## src/hw/rtl/rs485ml_pkg.sv

```systemverilog
`timescale 1ns / 1ps
`default_nettype none
// ----------------------------------------------------------------------------
// rs485ml_pkg
// Shared types and constants of the RS-485 half-duplex master link.
// ----------------------------------------------------------------------------
package rs485ml_pkg;

  // Event kinds carried on the input channel.
  typedef enum logic [1:0] {
    CMD_START   = 2'd0,
    CMD_TICK    = 2'd1,
    CMD_RX_BYTE = 2'd2,
    CMD_TX_SLOT = 2'd3
  } cmd_t;

  typedef enum logic [1:0] {
    PH_IDLE = 2'd0,
    PH_TX   = 2'd1,
    PH_RX   = 2'd2
  } phase_t;

  typedef enum logic [1:0] {
    DONE_REPLY      = 2'd0,
    DONE_RX_TIMEOUT = 2'd1,
    DONE_TX_TIMEOUT = 2'd2
  } done_t;

  // Configuration register indexes.
  localparam int CfgAddrW = 3;
  localparam int CfgDataW = 16;
  localparam logic [CfgAddrW-1:0] REG_TX_COUNT      = 3'd0;
  localparam logic [CfgAddrW-1:0] REG_RX_COUNT      = 3'd1;
  localparam logic [CfgAddrW-1:0] REG_TX_TIMEOUT    = 3'd2;
  localparam logic [CfgAddrW-1:0] REG_RX_TIMEOUT    = 3'd3;
  localparam logic [CfgAddrW-1:0] REG_MAX_TX_ERRORS = 3'd4;
  localparam logic [CfgAddrW-1:0] REG_MAX_RX_ERRORS = 3'd5;

  // Depth of the queue between front and back.
  localparam int QDepth = 2;
  localparam int QPtrW  = (QDepth > 1) ? $clog2(QDepth) : 1;
  localparam int QCntW  = $clog2(QDepth + 1);

  localparam int OutDataW = 64;

  typedef struct packed {
    cmd_t       cmd;
    logic [7:0] data;
  } item_t;

  typedef struct packed {
    logic [7:0]  tx_count;
    logic [7:0]  rx_count;
    logic [15:0] tx_timeout;
    logic [15:0] rx_timeout;
    logic [7:0]  max_tx_errors;
    logic [7:0]  max_rx_errors;
  } cfg_t;

  // Result layout, last member in the lowest bits of tdata.
  typedef struct packed {
    logic [15:0] rx_error_total;
    logic [15:0] tx_error_total;
    phase_t      phase_now;
    logic        link_fail;
    done_t       done_code;
    logic [7:0]  rx_index;
    logic [7:0]  rx_data;
    logic        rx_valid;
    logic [7:0]  tx_data;
    logic        tx_valid;
    logic        driver_enable;
  } result_t;

  // Handshake between queue and its neighbors.
  typedef struct packed {
    logic full;
    logic empty;
  } q_status_t;

endpackage
`default_nettype wire

```

## src/hw/rtl/rs485ml_front.sv

```systemverilog
`timescale 1ns / 1ps
`default_nettype none
// ----------------------------------------------------------------------------
// rs485ml_front
// Input stage: takes event beats, decodes the event kind and hands them on.
// ----------------------------------------------------------------------------
module rs485ml_front
  import rs485ml_pkg::*;
(
  input  logic       clk,
  input  logic       rst_n,
  input  logic       in_tvalid,
  output logic       in_tready,
  input  logic [7:0] in_tdata,
  input  logic [1:0] in_tuser,
  output logic       push,
  output item_t      push_item,
  input  q_status_t  q_status
);

  logic  valid_r, valid_nxt;
  item_t item_r;
  logic  take;

  // The stage empties whenever the queue has room, so it can refill each cycle.
  assign push      = valid_r && !q_status.full;
  assign in_tready = !valid_r || !q_status.full;
  assign take      = in_tvalid && in_tready;
  assign push_item = item_r;

  always_comb begin
    valid_nxt = valid_r;
    if (take) begin
      valid_nxt = 1'b1;
    end else if (push) begin
      valid_nxt = 1'b0;
    end
  end

  always_ff @(posedge clk) begin
    if (!rst_n) begin
      valid_r <= 1'b0;
    end else begin
      valid_r <= valid_nxt;
    end
  end

  always_ff @(posedge clk) begin
    if (take) begin
      item_r.cmd  <= cmd_t'(in_tuser);
      item_r.data <= in_tdata;
    end
  end

endmodule
`default_nettype wire

```

## src/hw/rtl/rs485ml_queue.sv

```systemverilog
`timescale 1ns / 1ps
`default_nettype none
// ----------------------------------------------------------------------------
// rs485ml_queue
// Short FIFO that decouples the input stage from the sequencer.
// ----------------------------------------------------------------------------
module rs485ml_queue
  import rs485ml_pkg::*;
(
  input  logic      clk,
  input  logic      rst_n,
  input  logic      push,
  input  item_t     push_item,
  input  logic      pop,
  output item_t     head,
  output q_status_t q_status
);

  item_t            slots_r [QDepth];
  logic [QPtrW-1:0] wr_ptr_r, wr_ptr_nxt;
  logic [QPtrW-1:0] rd_ptr_r, rd_ptr_nxt;
  logic [QCntW-1:0] count_r, count_nxt;
  logic             do_push, do_pop;

  assign q_status.full  = (count_r == QCntW'(QDepth));
  assign q_status.empty = (count_r == '0);
  assign do_push        = push && !q_status.full;
  assign do_pop         = pop && !q_status.empty;
  assign head           = slots_r[rd_ptr_r];

  always_comb begin
    wr_ptr_nxt = wr_ptr_r;
    rd_ptr_nxt = rd_ptr_r;
    count_nxt  = count_r;
    if (do_push) begin
      wr_ptr_nxt = (wr_ptr_r == QPtrW'(QDepth - 1)) ? '0 : wr_ptr_r + QPtrW'(1);
    end
    if (do_pop) begin
      rd_ptr_nxt = (rd_ptr_r == QPtrW'(QDepth - 1)) ? '0 : rd_ptr_r + QPtrW'(1);
    end
    if (do_push && !do_pop) begin
      count_nxt = count_r + QCntW'(1);
    end else if (do_pop && !do_push) begin
      count_nxt = count_r - QCntW'(1);
    end
  end

  always_ff @(posedge clk) begin
    if (!rst_n) begin
      wr_ptr_r <= '0;
      rd_ptr_r <= '0;
      count_r  <= '0;
    end else begin
      wr_ptr_r <= wr_ptr_nxt;
      rd_ptr_r <= rd_ptr_nxt;
      count_r  <= count_nxt;
    end
  end

  always_ff @(posedge clk) begin
    if (do_push) begin
      slots_r[wr_ptr_r] <= push_item;
    end
  end

`ifndef SYNTHESIS
  a_count_bound: assert property (@(posedge clk) disable iff (!rst_n)
    count_r <= QCntW'(QDepth))
    else $error("queue count above depth");
  a_no_push_full: assert property (@(posedge clk) disable iff (!rst_n)
    q_status.full |-> !push)
    else $error("push offered while queue full");
  a_pop_count: assert property (@(posedge clk) disable iff (!rst_n)
    (do_pop && !do_push) |=> (count_r == $past(count_r) - QCntW'(1)))
    else $error("pop did not lower the count");
`endif

endmodule
`default_nettype wire

```

## src/hw/rtl/rs485ml_back.sv

```systemverilog
`timescale 1ns / 1ps
`default_nettype none
// ----------------------------------------------------------------------------
// rs485ml_back
// Transaction sequencer: applies one event per cycle to the link state and
// registers the result beat, unless the queue is empty or the output is stalled.
// ----------------------------------------------------------------------------
module rs485ml_back
  import rs485ml_pkg::*;
(
  input  logic                clk,
  input  logic                rst_n,
  input  cfg_t                cfg,
  input  item_t               head,
  input  q_status_t           q_status,
  output logic                pop,
  output logic                out_tvalid,
  input  logic                out_tready,
  output logic [OutDataW-1:0] out_tdata,
  output logic                out_tlast
);

  phase_t      phase_r, phase_nxt;
  logic [7:0]  bytes_left_r, bytes_left_nxt;
  logic [7:0]  rx_pos_r, rx_pos_nxt;
  logic [15:0] timer_r, timer_nxt;
  logic [7:0]  tx_run_r, tx_run_nxt;
  logic [7:0]  rx_run_r, rx_run_nxt;
  logic        fail_r, fail_nxt;
  logic [15:0] tx_stat_r, tx_stat_nxt;
  logic [15:0] rx_stat_r, rx_stat_nxt;
  logic        out_valid_r, out_valid_nxt;
  result_t     res_r, res;
  logic        done_r, done;

  logic [15:0] timer_inc;
  logic [7:0]  tx_run_inc, rx_run_inc;
  logic [7:0]  bytes_dec;

  assign pop        = !q_status.empty && (!out_valid_r || out_tready);
  assign timer_inc  = (timer_r == 16'hFFFF) ? timer_r : timer_r + 16'd1;
  assign tx_run_inc = (tx_run_r == 8'hFF) ? tx_run_r : tx_run_r + 8'd1;
  assign rx_run_inc = (rx_run_r == 8'hFF) ? rx_run_r : rx_run_r + 8'd1;
  assign bytes_dec  = bytes_left_r - 8'd1;

  always_comb begin
    phase_nxt      = phase_r;
    bytes_left_nxt = bytes_left_r;
    rx_pos_nxt     = rx_pos_r;
    timer_nxt      = timer_r;
    tx_run_nxt     = tx_run_r;
    rx_run_nxt     = rx_run_r;
    fail_nxt       = fail_r;
    tx_stat_nxt    = tx_stat_r;
    rx_stat_nxt    = rx_stat_r;
    res            = '0;
    done           = 1'b0;

    unique case (head.cmd)
      CMD_START: begin
        if (phase_r == PH_IDLE) begin
          res.tx_valid   = 1'b1;
          res.tx_data    = head.data;
          bytes_left_nxt = cfg.tx_count;
          timer_nxt      = '0;
          phase_nxt      = PH_TX;
        end
      end
      CMD_TX_SLOT: begin
        if (phase_r == PH_TX) begin
          if (bytes_left_r != '0) begin
            res.tx_valid   = 1'b1;
            res.tx_data    = head.data;
            bytes_left_nxt = bytes_dec;
          end else begin
            // Turnaround: all request bytes are out, start listening.
            tx_run_nxt     = '0;
            bytes_left_nxt = cfg.rx_count;
            rx_pos_nxt     = '0;
            timer_nxt      = '0;
            phase_nxt      = PH_RX;
          end
        end
      end
      CMD_RX_BYTE: begin
        if (phase_r == PH_RX && bytes_left_r != '0) begin
          res.rx_valid   = 1'b1;
          res.rx_data    = head.data;
          res.rx_index   = rx_pos_r;
          rx_pos_nxt     = rx_pos_r + 8'd1;
          bytes_left_nxt = bytes_dec;
          if (bytes_dec == '0) begin
            rx_run_nxt     = '0;
            fail_nxt       = 1'b0;
            done           = 1'b1;
            res.done_code  = DONE_REPLY;
            phase_nxt      = PH_IDLE;
          end
        end
      end
      CMD_TICK: begin
        if (phase_r != PH_IDLE) begin
          timer_nxt = timer_inc;
          if (phase_r == PH_TX && timer_inc >= cfg.tx_timeout) begin
            bytes_left_nxt = '0;
            tx_run_nxt     = tx_run_inc;
            if (tx_run_inc >= cfg.max_tx_errors) begin
              fail_nxt = 1'b1;
            end
            tx_stat_nxt   = tx_stat_r + 16'd1;
            done          = 1'b1;
            res.done_code = DONE_TX_TIMEOUT;
            phase_nxt     = PH_IDLE;
          end else if (phase_r == PH_RX && timer_inc >= cfg.rx_timeout) begin
            bytes_left_nxt = '0;
            rx_run_nxt     = rx_run_inc;
            if (rx_run_inc >= cfg.max_rx_errors) begin
              fail_nxt = 1'b1;
            end
            rx_stat_nxt   = rx_stat_r + 16'd1;
            done          = 1'b1;
            res.done_code = DONE_RX_TIMEOUT;
            phase_nxt     = PH_IDLE;
          end
        end
      end
      default: begin
      end
    endcase

    res.driver_enable  = (phase_nxt != PH_RX);
    res.link_fail      = fail_nxt;
    res.phase_now      = phase_nxt;
    res.tx_error_total = tx_stat_nxt;
    res.rx_error_total = rx_stat_nxt;

    out_valid_nxt = out_valid_r;
    if (pop) begin
      out_valid_nxt = 1'b1;
    end else if (out_tready) begin
      out_valid_nxt = 1'b0;
    end
  end

  always_ff @(posedge clk) begin
    if (!rst_n) begin
      phase_r      <= PH_IDLE;
      bytes_left_r <= '0;
      rx_pos_r     <= '0;
      timer_r      <= '0;
      tx_run_r     <= '0;
      rx_run_r     <= '0;
      fail_r       <= 1'b0;
      tx_stat_r    <= '0;
      rx_stat_r    <= '0;
      out_valid_r  <= 1'b0;
    end else begin
      out_valid_r <= out_valid_nxt;
      if (pop) begin
        phase_r      <= phase_nxt;
        bytes_left_r <= bytes_left_nxt;
        rx_pos_r     <= rx_pos_nxt;
        timer_r      <= timer_nxt;
        tx_run_r     <= tx_run_nxt;
        rx_run_r     <= rx_run_nxt;
        fail_r       <= fail_nxt;
        tx_stat_r    <= tx_stat_nxt;
        rx_stat_r    <= rx_stat_nxt;
      end
    end
  end

  always_ff @(posedge clk) begin
    if (pop) begin
      res_r  <= res;
      done_r <= done;
    end
  end

  assign out_tvalid = out_valid_r;
  assign out_tdata  = res_r;
  assign out_tlast  = done_r;

`ifndef SYNTHESIS
  a_done_idle: assert property (@(posedge clk) disable iff (!rst_n)
    (out_valid_r && done_r) |-> (res_r.phase_now == PH_IDLE))
    else $error("transaction end reported outside idle");
  a_one_dir: assert property (@(posedge clk) disable iff (!rst_n)
    out_valid_r |-> !(res_r.tx_valid && res_r.rx_valid))
    else $error("transmit and receive byte in one beat");
  a_reply_rx: assert property (@(posedge clk) disable iff (!rst_n)
    (out_valid_r && done_r && res_r.done_code == DONE_REPLY) |-> res_r.rx_valid)
    else $error("reply completed without a received byte");
  a_listen_rx: assert property (@(posedge clk) disable iff (!rst_n)
    (out_valid_r && res_r.rx_valid && !done_r) |-> !res_r.driver_enable)
    else $error("driver enabled while reply still open");
`endif

endmodule
`default_nettype wire

```

## src/hw/rtl/rs485_half_duplex_master_link.sv

```systemverilog
`timescale 1ns / 1ps
`default_nettype none
// ----------------------------------------------------------------------------
// rs485_half_duplex_master_link
// Request/response sequencer for an RS-485 master on a half-duplex line.
// ----------------------------------------------------------------------------
// Every input beat is one event (start, tick, received byte, transmit slot),
// and every accepted beat yields exactly one result beat, in order. The block
// takes one event per clock when the result side keeps up. Each event passes
// the input stage, the two-entry queue and output register, and the sequencer
// updates the whole link state as it registers the result beat. The queue
// and input stage keep taking beats while the result side is stalled, until
// they are full. The result beat carries the line direction, the byte to
// send, the accepted reply byte with its position, the transaction status,
// the link-fail flag, the phase after the event and the wrapping timeout
// totals; tlast marks the beat that ends a transaction. Configuration
// registers are to be written through the plain write port only while the
// block is idle, not enforced by the block; writes apply from the next event.
// ----------------------------------------------------------------------------
module rs485_half_duplex_master_link
  import rs485ml_pkg::*;
(
  input  logic                clk,
  input  logic                rst_n,
  // Event channel.
  input  logic                in_tvalid,
  output logic                in_tready,
  input  logic [7:0]          in_tdata,   // data_byte[7:0]
  input  logic [1:0]          in_tuser,   // command[1:0]
  // Result channel.
  output logic                out_tvalid,
  input  logic                out_tready,
  // driver_enable[0], tx_valid[1], tx_data[9:2], rx_valid[10],
  // rx_data[18:11], rx_index[26:19], done_code[28:27], link_fail[29],
  // phase_now[31:30], tx_error_total[47:32], rx_error_total[63:48]
  output logic [OutDataW-1:0] out_tdata,
  output logic                out_tlast,  // done_valid
  // Configuration write port.
  input  logic                cfg_wr_en,
  input  logic [CfgAddrW-1:0] cfg_addr,
  input  logic [CfgDataW-1:0] cfg_wdata
);

  cfg_t      cfg_r, cfg_nxt;
  logic      push, pop;
  item_t     push_item, head;
  q_status_t q_status;

  // Register file; writes to unused indexes are dropped.
  always_comb begin
    cfg_nxt = cfg_r;
    if (cfg_wr_en) begin
      unique case (cfg_addr)
        REG_TX_COUNT:      cfg_nxt.tx_count      = cfg_wdata[7:0];
        REG_RX_COUNT:      cfg_nxt.rx_count      = cfg_wdata[7:0];
        REG_TX_TIMEOUT:    cfg_nxt.tx_timeout    = cfg_wdata;
        REG_RX_TIMEOUT:    cfg_nxt.rx_timeout    = cfg_wdata;
        REG_MAX_TX_ERRORS: cfg_nxt.max_tx_errors = cfg_wdata[7:0];
        REG_MAX_RX_ERRORS: cfg_nxt.max_rx_errors = cfg_wdata[7:0];
        default: begin
        end
      endcase
    end
  end

  always_ff @(posedge clk) begin
    if (!rst_n) begin
      cfg_r.tx_count      <= 8'd16;
      cfg_r.rx_count      <= 8'd17;
      cfg_r.tx_timeout    <= 16'd100;
      cfg_r.rx_timeout    <= 16'd100;
      cfg_r.max_tx_errors <= 8'd3;
      cfg_r.max_rx_errors <= 8'd3;
    end else begin
      cfg_r <= cfg_nxt;
    end
  end

  rs485ml_front u_front (
    .clk       (clk),
    .rst_n     (rst_n),
    .in_tvalid (in_tvalid),
    .in_tready (in_tready),
    .in_tdata  (in_tdata),
    .in_tuser  (in_tuser),
    .push      (push),
    .push_item (push_item),
    .q_status  (q_status)
  );

  rs485ml_queue u_queue (
    .clk       (clk),
    .rst_n     (rst_n),
    .push      (push),
    .push_item (push_item),
    .pop       (pop),
    .head      (head),
    .q_status  (q_status)
  );

  rs485ml_back u_back (
    .clk        (clk),
    .rst_n      (rst_n),
    .cfg        (cfg_r),
    .head       (head),
    .q_status   (q_status),
    .pop        (pop),
    .out_tvalid (out_tvalid),
    .out_tready (out_tready),
    .out_tdata  (out_tdata),
    .out_tlast  (out_tlast)
  );

endmodule
`default_nettype wire

```

## config.mk

```make
export PLATFORM = sky130hd
export DESIGN_NAME = rs485_half_duplex_master_link
export DESIGN_NICKNAME = d
export VERILOG_FILES = /design/src/hw/rtl/rs485ml_pkg.sv /design/src/hw/rtl/rs485ml_front.sv /design/src/hw/rtl/rs485ml_queue.sv /design/src/hw/rtl/rs485ml_back.sv /design/src/hw/rtl/rs485_half_duplex_master_link.sv
export SDC_FILE = /design/constraint.sdc
export NUM_CORES = 1
export LEC_CHECK = 0
export BUFFER_PORTS_ARGS = -buffer_cell sky130_fd_sc_hd__buf_2
export CORE_AREA = 2 2 170 172
export DETAILED_ROUTE_END_ITERATION = 8
export DIE_AREA = 0 0 172 174
export GPL_TIMING_DRIVEN = 0
export MAX_ROUTING_LAYER = met4
export PLACE_DENSITY = 0.67
export SLEW_MARGIN = 20
export SYNTH_ARGS = -nofsm -noshare
export SYNTH_HDL_FRONTEND = slang
export SYNTH_HIERARCHICAL = 1
export SYNTH_SLANG_ARGS = --single-unit
```

## constraint.sdc

```tcl
create_clock -name clk -period 7.1 [get_ports clk]
set_clock_uncertainty 0.05 [all_clocks]
set_input_delay 1.42 -clock clk [delete_from_list [all_inputs] [get_ports clk]]
set_output_delay 1.42 -clock clk [all_outputs]
set_load 0.005 [all_outputs]
```

==> results of run 1 <==
==> per-layer routing <==
metal  vias up  track usage (%)
li1       4759                -
met1      4505             26.3
met2       280             31.0
met3        58             2.57
met4         0             5.46
met5         -                -
==> cell type report <==
| cell class | count | area (um^2) |
|---|---|---|
| Timing Repair Buffer | 101 | 528 |
| Clock buffer | 36 | 729 |
| Fill cell | 2655 | 13900 |
| Inverter | 68 | 255 |
| Multi-Input combinational cell | 894 | 6030 |
| Sequential cell | 249 | 5940 |
| Clock inverter | 12 | 87.6 |
| Buffer | 57 | 258 |
| Tap cell | 384 | 480 |
==> state kept, by name (all words and copies together), names as in the netlist, 2 cells and up, named ones only <==
name,flops
u_queue/count_r,2
u_back/timer_r,16
u_front/push_item,10
u_back/bytes_left_r,8
cfg_r,64
u_back/tx_stat_r,16
u_back/phase_r,2
u_queue/slots_r,20
u_back/tx_run_r,8
u_back/rx_pos_r,8
u_back/rx_run_r,8
u_back/rx_stat_r,16
u_back/out_tdata,64
==> through the flow <==
step	cells	utilization (%)	hold slack, ns
4_1_cts	1801	50.7	0.405
3_5_place_dp	1753	47.8	0.390
3_3_place_gp	1752	47.6	0.373
6_report	1801	50.7	0.399
5_1_grt	1801	50.7	0.416
2_1_floorplan	1268	-	0.371
==> report_power, final <==
part,switching [W],total [W],internal [W],leakage [nW]
sequential,0.0000616,0.00180,0.00174,2.15
clock,0.000544,0.00130,0.000753,0.402
combinational,0.000618,0.000949,0.000331,3.15
==> worst max-delay path, stage by stage, from the launching register on <==
cell	delay [ns]
dfxtp_1	0.31
clkbuf_1	0.29
nand3_1	0.20
nor4_1	0.55
a21oi_1	0.24
and3_1	0.28
xor2_1	0.27
ha_1	0.31
a21oi_1	0.15
o21ai_0	0.10
a22oi_1	0.76
a31oi_1	0.32
o31ai_2	0.62
clkbuf_1	0.41
nand3_1	0.14
o41ai_1	0.08
==> cell usage in the layout, fill, tap and decap left out, drive strengths merged, types with 31 or more instances in the layout <==
master,n
inv,69
nor2,91
nand3,35
nor3,31
nor2b,31
ha,61
xnor2,50
nand2,155
a21oi,62
edfxtp,95
xor2,34
dfxtp,154
buf,119
clkbuf,75
mux2i,75
==> kinds of logic (layout without fill, tap and decap cells) <==
| group | count (synthesis) | after routing | synth area share, % |
|---|---|---|---|
| muxes | 91 | 91 | 7.47 |
| buffers and inverters | 125 | 274 | 4.09 |
| DFF | 249 | 249 | 47.6 |
| AOI/OAI and AO/OA | 176 | 176 | 9.55 |
| adders and majority gates | 61 | 61 | 6.12 |
| xor gates and xnor gates | 84 | 84 | 5.90 |
| and+or+nand+nor | 482 | 482 | 19.2 |
==> path summary, 6_finish.rpt <==
kind	endpoint	slack [ns]
max reg2reg	u_back/bytes_left_r[5]	1.91
min reg2reg	u_queue/slots_r[0][1]	0.40
max	u_back/bytes_left_r[5]	1.91
min	u_queue/slots_r[0][1]	0.40
==> results.toml, run 1 <==
[routing]
drt-total-wl_mm = 28.7
post_drt_wl_per_cell_um = 15.9
via_count = 9602
top_layer = "met4"
via_per_inst = 5.33
wl_met2_mm = 13.1
ant_nets = 0
wl_met3_mm = 1.74
drtPass1Iterations = 6
drt_iter0_markers = 690
drc = 0
drt-met1-wl_mm = 13.2

[outcome]
status = "finished clean"

[global_route]
antenna_found_initial = 0
grt_first_pass_wirelength_mm = 46.4
grt_pass1_vias = 9068
grt_max_degree = 56
grt.overflow.total = 0
grtUsageTotal_pct = 19.6

[layout]
area_growth_pct = 14.8
layout.nets = 1492
diodes = 0
drive_gt1_share_pct = 13.5
finalInstanceArea_um2 = 14300

[worst_setup_path]
crit_path_end_kind = "flip-flop"
cp.arrival_ns = 5.57
rr_startpoint = "u_back/timer_r[4]"
path_max_fanout = 10
required_ns = 7.47
reg2reg_depth = 15
crit_type = "reg2reg"
startpoint = "u_back/timer_r[4]"
startpoint_type = "flip-flop"

[floorplanning]
core_area_um2 = 28200
start_util_pct = 44.1
dieWidth_um = 172
fp.dieH_um = 174
num_io_pins = 101
row_count = 62
dieArea_um2 = 29900

[logic_synthesis]
netlist_area_um2 = 12500
synthArstFlopShare_pct = 0
syn_avg_cell_area_um2 = 9.83
synthTopCellsByArea = "dfxtp_1, edfxtp_1, ha_1"
synthTopCellsByCount = "nand2_1, dfxtp_1, edfxtp_1"
synth_nets = 1363
synth_top_area_share_pct = 24.7
synth_top_area_cell = "dfxtp_1"
synthFlopType = "dfxtp_1"
synthMostInstantiatedCell = "nand2_1"
synthCells = 1268
yosys_warnings = 6
ys_ff_latch = 249
ys_seq_area_share_pct = 47.6
synth.distinct_cells = 71
synth-edff-count = 95

[place]
placed_cell_area_um2 = 13500
port_buffers = 100
preCtsSetupSlack_ns = 2.04
dp_hpwl_mm = 21.4
gp_congestion = 0.921

[timing]
setup_tns_ns = 0
fmax_mhz = 193
finalWorstSetupSlack_ns = 1.91
fin_crit_sh_pct = 73.1
final_hold_viol_count = 0
drv_slew = 0
relSlewSlack_pct = 27.6
post-route-min-period_ns = 5.19
worst_pin_slew_ns = 1.08
setup_viol = 0
rsz0062_at_grt = "no"

[worst_hold_path]
min_from = "u_front/push_item[1]"
min_path_cells = 0
hold_path.class = "reg2reg"

[clock_network]
cts-buffers-inserted = 26
clkLatencyLatePin_ns = 0.53
htreeDepth = 1
clock_sinks = 249
cts_root_buf = "clkbuf_16"
clockBufferDepth = 3
cts_hold_buffers = 0
path_clk_slew_ns = 0.06
cts_resized = 0
cts_tree = "done"
post_cts_buffers = 0

[power_and_ir_drop]
powerDensity_nw_per_um2 = 283
p_leak_nw = 5.70
total_power_w = 0.00405
vdd_ir_drop_max_v = 0.000196

[run]
drv_cap = 0
No activity file was read; power rests on OpenSTA's default activity.
==> run 2: changes to the inputs <==
- PLACE_DENSITY: 0.67 -> 0.69
- clock period: 7.1 -> 4.7 ns (I/O delays scaled with it)
==> results.toml, run 2 (synthesis gave the netlist of run 1 again) <==
[global_route]
grt.overflow.total = 0
grt_first_pass_wirelength_mm = 46.2
antenna_found_initial = 0
grt_pass1_vias = 8950
grt_max_degree = 51
grtUsageTotal_pct = 19.7

[timing]
relSlewSlack_pct = 35.4
setup_viol = 0
fmax_mhz = 220
drv_slew = 0
final_hold_viol_count = 0
fin_crit_sh_pct = 96.8
worst_pin_slew_ns = 0.967
rsz0062_at_grt = "yes"
post-route-min-period_ns = 4.55
hold_ws_ns = 0.398

[clock_network]
path_clk_slew_ns = 0.06
cts_root_buf = "clkbuf_16"
clock_sinks = 249
clkLatencyLatePin_ns = 0.54
cts_hold_buffers = 0
cts_tree = "done"
clockBufferDepth = 3
htreeDepth = 1
cts-buffers-inserted = 26

[floorplanning]
start_util_pct = 44.1
fp.dieH_um = 174
num_io_pins = 101
row_count = 62
dieWidth_um = 172
core_area_um2 = 28200
dieArea_um2 = 29900

[worst_setup_path]
startpoint_type = "flip-flop"
startpoint = "u_back/timer_r[4]"
worst_path_max_delay_cell = "a22oi_2"
timing.critical_path.mode_cell = "a21oi_1"
reg2reg_depth = 14
crit_path_end_kind = "flip-flop"
cp.arrival_ns = 4.91
crit_type = "reg2reg"
path_cells = "clkbuf_1, nand3_1, nor4_4, a21oi_1, and3_1, xor2_1, ha_1, a21oi_1, o21ai_0, a22oi_2, nand4_1, a31oi_4, a21oi_2, a32o_1"
slowest_delay_ns = 0.60
rr_startpoint = "u_back/timer_r[4]"
path_max_fanout = 9
required_ns = 5.06

[outcome]
status = "finished clean"

[routing]
wl_met3_mm = 1.75
drc = 0
drt-met1-wl_mm = 13.2
drtPass1Iterations = 5
via_count = 9540
drt-total-wl_mm = 29.0
drt_iter0_markers = 710
wl_met2_mm = 13.2
ant_nets = 0
top_layer = "met4"
post_drt_wl_per_cell_um = 16.1
via_per_inst = 5.29

[layout]
diodes = 0
layout.nets = 1494
drive_gt1_share_pct = 14.7
utilization_pct = 51.3
area_growth_pct = 16.2
final_cell_mix = "nand2_1, dfxtp_1, buf_2, edfxtp_1, nor2_1"
finalInstanceArea_um2 = 14500
final_common_cell = "nand2_1"
fill_cells = 2647

[power_and_ir_drop]
powerDensity_nw_per_um2 = 436
p_leak_nw = 5.78
vdd_ir_drop_max_v = 0.000315

[run]
drv_cap = 0

[place]
gp_congestion = 0.938
dp_hpwl_mm = 21.3
placed_cell_area_um2 = 13500
port_buffers = 100

[worst_hold_path]
min_from = "u_front/push_item[9]"
min_path_cells = 0
hold_path.class = "reg2reg"
run 2: changes by cell type in the layout (fill, tap and decap cells not counted), sizes merged:
cell,delta
buf,+3
clkinv,-2
clkinvlp,+2
bufinv,+3
clkbuf,-4
run 2: area by class of cell:
type                    instances  area [um^2]  area share [%]
clock inverters                15          194            1.34
inverters                      68          255            1.76
flip-flops and latches        249         5940            41.0
plain buffers                  56          256            1.77
well taps                     384          480            3.32
multi-input cells             894         6110            42.2
clock buffers                  33          707            4.88
repair buffers                104          543            3.75
run 2: worst paths after layout:
path                           end  slack (ns)
min          u_queue/slots_r[1][9]        0.40
max reg2reg     u_back/rx_run_r[2]        0.15
min reg2reg  u_queue/slots_r[1][9]        0.40
max             u_back/rx_run_r[2]        0.15
run 2: routing by layer:
metal  vias to the layer above  global-route usage, %
met2                       293                   31.3
met4                         0                   5.74
li1                       4746                      -
met3                        59                   2.62
met5                         -                      -
met1                      4442                   26.3
run 2: what timing repair did:
| item | 4_1_cts | 5_1_grt |
|---|---|---|
| hold endpoints to repair | 0 | 0 |
| pin swaps | 1 | 2 |
| buffers inserted | 0 | 3 |
| gates resized for setup | 4 | 11 |
| endpoints found under the setup margin | 24 | 54 |
run 2: per-stage QoR:
step	power, W	setup TNS [ns]	worst slack [ns]	instances
floorplan	0.00363	0	0.808	1268
global placement	0.00414	-5.32	-0.411	1752
CTS	0.00633	0	0.0276	1800
finish	0.00631	0	0.149	1803
detailed placement	0.00418	-4.80	-0.360	1753
global route	0.00662	-0.352	-0.0582	1803
run 2: where the power goes:
part | leakage [nW] | switching (W) | internal (W) | total, W
combinational | 3.20 | 0.000942 | 0.000504 | 0.00145
sequential | 2.15 | 0.0000915 | 0.00263 | 0.00272
clock | 0.432 | 0.000855 | 0.00129 | 0.00214
total | 5.78 | 0.00189 | 0.00442 | 0.00631
run 2: worst max-delay path, delay by kind of cell (launching register included):
family | cells | cell delay, ns
fa+ha+maj | 1 | 0.32
compound gates | 7 | 2.03
simple gates | 4 | 1.15
buf+inv | 1 | 0.25
flops | 1 | 0.31
xor+xnor | 1 | 0.31
==> run 3: changes to the inputs <==
- CORE_AREA: 2 2 170 172 -> 2 2 129 226
- DIE_AREA: 0 0 172 174 -> 0 0 131 228
- PLACE_DENSITY: 0.69 -> 0.61
==> results.toml, run 3 (synthesis gave the netlist of run 1 again) <==
[routing]
drt_iter0_markers = 446
via_count = 9508
via_per_inst = 5.30
ant_nets = 0
drt-total-wl_mm = 30.0
drtPass1Iterations = 5
drc = 0
post_drt_wl_per_cell_um = 16.7

[timing]
worst_pin_slew_ns = 0.971
setup_viol = 0
drv_slew = 0
hold_ws_ns = 0.395
post-route-min-period_ns = 4.49
relSlewSlack_pct = 34.8
final_hold_viol_count = 0
finalWorstSetupSlack_ns = 0.213
fin_crit_sh_pct = 95.5
fmax_mhz = 223

[place]
port_buffers = 100
preCtsSetupSlack_ns = -0.415
dp_hpwl_mm = 23.0
gp_congestion = 0.919

[worst_setup_path]
path_max_fanout = 8
crit_end = "u_back/out_tdata[62]"
cp_num_buf_inv = 1
startpoint_type = "flip-flop"
slowest_delay_ns = 0.46
worst_path_max_delay_cell = "or3_1"
cp.arrival_ns = 4.73
r2r_end = "u_back/out_tdata[62]"
required_ns = 4.94
reg2reg_slack_ns = 0.21
path_cells = "clkbuf_1, nand3_1, nor4_2, a21oi_1, and3_1, xor2_1, ha_1, nand4_1, or3_1, o21bai_2, nand3_2, or3_1, xnor2_1"
crit_path_end_kind = "flip-flop"
reg2reg_depth = 13
startpoint = "u_back/timer_r[4]"
timing.critical_path.mode_cell = "or3_1"
crit_type = "reg2reg"
cp.depth = 13
cp_top_family = "simple AND/OR/NAND/NOR gates"
rr_startpoint = "u_back/timer_r[4]"

[clock_network]
htreeDepth = 1
cts_tree = "done"
clock_sinks = 249
clkLatencyLatePin_ns = 0.54
clockBufferDepth = 3
cts-buffers-inserted = 23
cts_root_buf = "clkbuf_16"
path_clk_slew_ns = 0.07
cts_hold_buffers = 0

[worst_hold_path]
hold_path.class = "reg2reg"

[global_route]
grt_max_degree = 56
antenna_found_initial = 0
grtUsageTotal_pct = 20.8
grt_pass1_vias = 9123
grt.overflow.total = 0
grt_first_pass_wirelength_mm = 47.4

[run]
drv_cap = 0

[layout]
final_cell_mix = "nand2_1, dfxtp_1, buf_2, edfxtp_1, nor2_1"
utilization_pct = 50.9
diodes = 0
final_common_cell = "nand2_1"
area_growth_pct = 15.3
layout.nets = 1494
drive_gt1_share_pct = 14.8

[power_and_ir_drop]
powerDensity_nw_per_um2 = 426
pwr-share-clk_pct = 31.0
p_sw_w = 0.00193
vdd_ir_drop_max_v = 0.000232
switching_share_pct = 31.6
seqPwrFrac_pct = 44.5
comb_power_share_pct = 24.5
p_leak_nw = 5.73
p_int_w = 0.00418

[floorplanning]
num_io_pins = 101
fp.dieH_um = 228
dieArea_um2 = 29900
row_count = 82
core_area_um2 = 28200
start_util_pct = 44.2
dieWidth_um = 131

[outcome]
status = "finished clean"
[run 3: changes by cell type in the layout (fill, tap and decap cells not counted), moves of 2 or more]
cell       delta
clkbuf_8      -3
buf_4         +3
clkbuf_1      -2
bufinv_16     -2
clkbuf_16     -3
clkinv_4      +4
[run 3: worst min-delay path by stage]
| stage | from | to | cells after the start | slack [ns] |
|---|---|---|---|---|
| CTS | u_front/push_item[1] | u_queue/slots_r[0][1] | 0 | 0.40 |
| global route | u_front/push_item[1] | u_queue/slots_r[1][1] | 0 | 0.42 |
| floorplan | u_front/push_item[0] | u_queue/slots_r[0][0] | 0 | 0.37 |
| global placement | u_front/push_item[4] | u_queue/slots_r[0][4] | 0 | 0.37 |
| detailed placement | u_front/push_item[1] | u_queue/slots_r[0][1] | 0 | 0.38 |
| finish | u_front/push_item[1] | u_queue/slots_r[0][1] | 0 | 0.40 |
[run 3: cell type report]
class / count / area, um^2
clock buffer: 25 / 583
sequential: 249 / 5940
tap: 378 / 473
inverter: 68 / 255
fill: 2654 / 13800
buffer: 56 / 256
multi-input combinational: 894 / 6110
clock inverter: 17 / 175
timing repair buffer: 107 / 573
[run 3: through the flow]
step	power, W	area (um^2)	setup TNS, ns	std cells
after global routing	0.00642	14400	-0.0171	1794
after CTS	0.00615	14300	0	1789
after floorplan	0.00363	12500	0	1268
after detailed placement	0.00423	13500	-5.05	1747
after global placement	0.00419	13400	-5.36	1746
final	0.00611	14400	0	1794
[run 3: power by group through the flow]
stage	combinational, W	sequential [W]	clock (W)
6_report	0.00150	0.00272	0.00190
5_1_grt	0.00165	0.00276	0.00201
4_1_cts	0.00147	0.00273	0.00195
3_5_place_dp	0.00146	0.00277	0
3_3_place_gp	0.00140	0.00279	0
2_1_floorplan	0.000817	0.00281	0
[run 3: worst reg2reg max path, delay by kind of cell (launching register included)]
family,cells,cell delay [ns]
AO/OA/AOI/OAI,2,0.60
flip-flops,1,0.31
buffers and inverters,1,0.31
adder cells (fa/ha/maj),1,0.34
AND/OR/NAND/NOR,7,2.30
XOR/XNOR,2,0.32
[run 3: routing by layer]
layer | GRT usage [%] | wire length [um] | up-vias
li1 | - | - | 4740
met1 | 22.0 | 11400 | 4461
met5 | - | 0 | -
met2 | 37.4 | 15900 | 216
met4 | 9.84 | 1540 | 0
met3 | 2.46 | 1170 | 91
[run 3: timing repair]
item                       in CTS  in global routing
buffers inserted                0                  6
gates cloned                    0                  0
pin swaps                       1                  3
resized for setup               5                 13
setup endpoints to repair      31                 45
